## config.mk

```make
export PLATFORM = sky130hd
export DESIGN_NAME = atdi_ctrl
export DESIGN_NICKNAME = d
export VERILOG_FILES = /design/src/sv/atdi_pkg.sv /design/src/sv/atdi_ctrl.sv
export SDC_FILE = /design/constraint.sdc
export NUM_CORES = 1
export LEC_CHECK = 0
export BUFFER_PORTS_ARGS = -buffer_cell sky130_fd_sc_hd__buf_2
export CAP_MARGIN = 20
export CORE_MARGIN = 2
export CORE_UTILIZATION = 39
export CTS_CLUSTER_DIAMETER = 60
export DETAILED_ROUTE_END_ITERATION = 8
export GPL_ROUTABILITY_DRIVEN = 0
export GPL_TIMING_DRIVEN = 0
export PLACE_DENSITY = 0.67
export SYNTH_ARGS = -nofsm -noshare
export SYNTH_HDL_FRONTEND = slang
export SYNTH_SLANG_ARGS = --single-unit
```

## constraint.sdc

```tcl
create_clock -name aclk -period 2.3 [get_ports aclk]
set_clock_uncertainty 0.1 [all_clocks]
set_input_delay 0.115 -clock aclk [delete_from_list [all_inputs] [get_ports aclk]]
set_output_delay 0.115 -clock aclk [all_outputs]
set_load 0.05 [all_outputs]
```

## src/sv/atdi_pkg.sv

```systemverilog
`timescale 1ns / 1ps
// ----------------------------------------------------------------------------
// atdi_pkg
// Shared types and codes for the address to dense index table.
// ----------------------------------------------------------------------------
package atdi_pkg;

    localparam int ADDR_W    = 64;
    localparam int NBYTES    = 8;
    localparam int CFG_W     = 4;
    localparam int IDX_OUT_W = 8;
    localparam logic [ADDR_W-1:0] HASH_INIT = 64'd5381;

    typedef enum logic [1:0] {
        ST_FOUND    = 2'd0,
        ST_INSERTED = 2'd1,
        ST_FULL     = 2'd2,
        ST_CLEARED  = 2'd3
    } status_t;

    typedef enum logic [3:0] {
        S_SWEEP,
        S_IDLE,
        S_HASH,
        S_RED,
        S_HEAD_RD,
        S_HEAD_CHK,
        S_ENT_RD,
        S_ENT_CHK,
        S_INS,
        S_LINK,
        S_RESP
    } state_t;

    // controller to datapath
    typedef struct packed {
        logic    load_item;
        logic    hash_step;
        logic    red_step;
        logic    head_rd;
        logic    take_head;
        logic    ent_rd;
        logic    take_next;
        logic    hit;
        logic    ins_entry;
        logic    ins_link;
        logic    sweep_step;
        logic    res_zero;
        logic    out_load;
        status_t out_code;
    } cmd_t;

    // datapath to controller
    typedef struct packed {
        logic hash_last;
        logic red_last;
        logic sweep_last;
        logic head_valid;
        logic ent_hit;
        logic next_valid;
        logic full;
    } stat_t;

endpackage

```

## src/sv/atdi_ctrl.sv

```systemverilog
`timescale 1ns / 1ps
// ----------------------------------------------------------------------------
// atdi_ctrl
// Sequencer for hashing, chain walk, insert, clear sweep and result handoff.
// ----------------------------------------------------------------------------
module atdi_ctrl (
    input  logic             aclk,
    input  logic             aresetn,
    input  logic             s_valid,
    input  logic             s_func,
    output logic             s_ready,
    output logic             m_valid,
    input  logic             m_ready,
    input  atdi_pkg::stat_t  stat,
    output atdi_pkg::cmd_t   cmd
);
    import atdi_pkg::*;

    state_t  state_reg, state_next;
    status_t code_reg, code_next;
    logic    clr_reg, clr_next;
    logic    m_valid_reg, m_valid_next;

    always_ff @(posedge aclk) begin
        if (!aresetn) begin
            state_reg   <= S_SWEEP;
            code_reg    <= ST_FOUND;
            clr_reg     <= 1'b0;
            m_valid_reg <= 1'b0;
        end else begin
            state_reg   <= state_next;
            code_reg    <= code_next;
            clr_reg     <= clr_next;
            m_valid_reg <= m_valid_next;
        end
    end

    always_comb begin
        cmd          = '0;
        cmd.out_code = code_reg;
        state_next   = state_reg;
        code_next    = code_reg;
        clr_next     = clr_reg;
        unique case (state_reg)
            S_SWEEP: begin
                cmd.sweep_step = 1'b1;
                cmd.res_zero   = 1'b1;
                if (stat.sweep_last) begin
                    clr_next = 1'b0;
                    if (clr_reg) begin
                        code_next  = ST_CLEARED;
                        state_next = S_RESP;
                    end else begin
                        state_next = S_IDLE;
                    end
                end
            end
            S_IDLE: begin
                if (s_valid) begin
                    cmd.load_item = 1'b1;
                    if (s_func) begin
                        clr_next   = 1'b1;
                        state_next = S_SWEEP;
                    end else begin
                        state_next = S_HASH;
                    end
                end
            end
            S_HASH: begin
                cmd.hash_step = 1'b1;
                if (stat.hash_last) begin
                    state_next = S_RED;
                end
            end
            S_RED: begin
                cmd.red_step = 1'b1;
                if (stat.red_last) begin
                    state_next = S_HEAD_RD;
                end
            end
            S_HEAD_RD: begin
                cmd.head_rd = 1'b1;
                state_next  = S_HEAD_CHK;
            end
            S_HEAD_CHK: begin
                if (stat.head_valid) begin
                    cmd.take_head = 1'b1;
                    state_next    = S_ENT_RD;
                end else begin
                    state_next = S_INS;
                end
            end
            S_ENT_RD: begin
                cmd.ent_rd = 1'b1;
                state_next = S_ENT_CHK;
            end
            S_ENT_CHK: begin
                if (stat.ent_hit) begin
                    cmd.hit    = 1'b1;
                    code_next  = ST_FOUND;
                    state_next = S_RESP;
                end else begin
                    cmd.take_next = 1'b1;
                    state_next    = stat.next_valid ? S_ENT_RD : S_INS;
                end
            end
            S_INS: begin
                if (stat.full) begin
                    cmd.res_zero = 1'b1;
                    code_next    = ST_FULL;
                    state_next   = S_RESP;
                end else begin
                    cmd.ins_entry = 1'b1;
                    state_next    = S_LINK;
                end
            end
            S_LINK: begin
                cmd.ins_link = 1'b1;
                code_next    = ST_INSERTED;
                state_next   = S_RESP;
            end
            S_RESP: begin
                if (!m_valid_reg || m_ready) begin
                    cmd.out_load = 1'b1;
                    state_next   = S_IDLE;
                end
            end
            default: begin
                state_next = S_IDLE;
            end
        endcase
    end

    assign m_valid_next = cmd.out_load | (m_valid_reg & ~m_ready);
    assign s_ready      = (state_reg == S_IDLE);
    assign m_valid      = m_valid_reg;

`ifndef SYNTHESIS
    a_no_insert_when_full: assert property (@(posedge aclk) disable iff (!aresetn)
        cmd.ins_entry |-> !stat.full)
        else $error("insert issued with table full");
    a_load_only_when_free: assert property (@(posedge aclk) disable iff (!aresetn)
        cmd.out_load |-> (!m_valid_reg || m_ready))
        else $error("result register overwritten");
    a_clear_sweeps: assert property (@(posedge aclk) disable iff (!aresetn)
        (s_valid && s_ready && s_func) |=> (state_reg == S_SWEEP))
        else $error("clear word did not start sweep");
    a_one_mem_op: assert property (@(posedge aclk) disable iff (!aresetn)
        $onehot0({cmd.head_rd, cmd.ent_rd, cmd.ins_entry, cmd.ins_link, cmd.sweep_step}))
        else $error("conflicting memory commands");
`endif

endmodule

```

==> metrics <==
Adder-Cell Fraction of Synth Area=0%; total gr overflow=0; number of buffers created by CTS=3; later-pin clock latency in the skew report=0.25 ns; site row count=15; share of the synthesized area in the top cell type=22.38%; top cells by count, synth=12 x nor2_1, 8 x dfxtp_1, 6 x nor3_1; Final Non-Filler Cells=152; Total GRT Usage=20.20%; Inst Count DP=149; share of layout cells above drive strength 1=33.86%; Reg clk slew, reported paths=0.05 ns; Multi-input gate area=510.5 µm²; fin. max-slew vios=0; Hold Path Depth=3; post-synthesis xor/xnor area fraction=0%; DR DRC count=0; DRT iter0 DRCs=25; RSZ-0062 raised after global routing=no; Final Hold Viols=0; register area=160.2 µm²; number of synthesized register bits=8; Post-synth ARST share=0%; setup bufs post-CTS=0; CP required=2.09 ns; Starting Density=41.45%; post-synthesis area per instance=7.455 µm²; most common cell in the synthesized netlist=nor2_1; syn_nets=108; Core Region=1727 µm²; leading area contributor after synthesis=dfxtp_1; Worst Path Arrival=1.66 ns; die height=46.84 µm; reg2reg path depth=4; Fin Hold WS=0.03415 ns; Worst slew margin=77.54%; Worst Setup SP=state_reg[1]$_SDFFE_PN0P_; final worst path period need=1.874 ns; leading register cell type out of synthesis=dfxtp_1; fin area=915.9 µm²; synthesized area=715.7 µm²; clock sink count=8; period utilization=81.47%; hold path start=aresetn; maximum vdd drop=376.7 µV; CTS H-tree depth=1; initial antenna violation count=0; post-synthesis simple-gate area fraction=38.81%; Final Setup Violations=0; crit path capture type=primary output; Post-DRT Antenna Nets=0; reg-to-reg startpoint=state_reg[0]$_SDFFE_PN0P_; compound-gate portion of the synthesized area=26.75%; CTS max path bufs=2; Die X=46.84 µm; Peak Freq=533.6 MHz; Worst Hold Class=in2reg; sequential cell area fraction in the yosys report=22.38%; routed vias=849; # fillers=185; Port Buffers=28; max FFs per register=4; Total Routed Length=2050 µm; crit path launch type=flop; die area=2194 µm²; CTS tree=yes; area of placed instances=893.4 µm²; post-synthesis mux area share=4.895%; Slew @ Worst Pin=0.3364 ns; synth top area cells=dfxtp_1 22%, nor2_1 6.3%, nand2b_1 4.4%, nor3_1 4.2%, a21oi_1 3.5%; Post-synth EDFFs=0; status=complete, no violations; drt wl/cell=13.49 µm; Synth warnings=0; first-pass GRT wire length=3111 µm; nets=141; n_diodes=0; number of global-route vias before repair=743; Vias/cell=5.586; CTS root buffer=clkbuf_4; CP max FO=10; Distinct cells, synth=40; pwr dens=566.0 nW/µm²; total power=0.5184 mW; Resized Gates After CTS=0; largest family of logic cells by synthesized area=simple AND/OR/NAND/NOR gates; Ports=29; Leak=0.4157 nW; Layout Area Growth over Synthesis=27.97%; DRT Pass-1 Iters=4; Max Cap Viol=0; hold bufs inserted after CTS=0; HPWL Detailed=1570 µm; pin count of the biggest net entering global routing=11; total negative slack=0 ns; Post-Syn Instances=96; worst setup path class=reg2out
==> critical path, cell delays in order, from the launching register on <==
cell,delay (ns)
dfxtp_1,0.36
buf_2,0.20
or3b_1,0.44
nor3_1,0.13
buf_2,0.28
==> kinds of logic after synthesis <==
logic type / Yosys count
and+or+nand+nor: 50
DFF: 8
AOI/OAI and AO/OA: 25
muxes: 3
buffers and inverters: 10
==> stage by stage <==
step | worst slack (ns) | utilization [%]
finish | 0.4261 | 53.04
global route | 0.3473 | 53.04
CTS | 0.4324 | 53.04
detailed placement | 0.7157 | 51.74
global placement | 0.7104 | 51.74
floorplan | 0.1416 | -
==> layout by cell type, fill, tap and decap left out, types with 2 or more instances in the layout <==
master    instances
or3_1             2
nor2_1           12
nand3_1           4
buf_2            33
a21oi_1           5
clkbuf_4          3
and2b_1           2
nand2_1           3
nand2b_1          5
o21ai_0           5
o21a_1            2
and3_1            3
nor3_1            6
dfxtp_1           8
nor2b_1           4
inv_1             3
mux2i_1           2
==> metal layers <==
layer  share of wire, %  up-vias  wire length (µm)  GRT usage (%)
li1                   -      416                 -              -
met1                 46      396               952          25.69
met2                 47       35               956          33.70
met3                6.5        2               133          6.923
met4               0.39        0                 8          3.333
met5                  0        -                 0              0
==> worst paths after layout <==
path / slack, ns / end
min: 0.03 / state_reg[1]$_SDFFE_PN0P_
max reg2reg: 0.69 / state_reg[3]$_SDFFE_PN0P_
min reg2reg: 0.36 / code_reg[0]$_SDFFE_PN0P_
max: 0.43 / cmd[6]
==> where the power goes <==
| group | leakage (nW) | internal (mW) | switching, mW |
|---|---|---|---|
| logic | 0.337 | 0.0821 | 0.167 |
| clock network | 0.0138 | 0.0596 | 0.0454 |
| registers | 0.0652 | 0.150 | 0.0142 |
| total | 0.416 | 0.292 | 0.227 |
==> final cells by class <==
cell class                      instances  area share, %
Sequential cell                         8          17.49
Inverter                                3          1.230
Timing Repair Buffer                   28          15.30
Buffer                                  7          4.372
Tap cell                               25          3.415
Clock buffer                            3          2.459
Multi-Input combinational cell         78          55.74
Note: power is estimated with default switching activity, not from simulation.
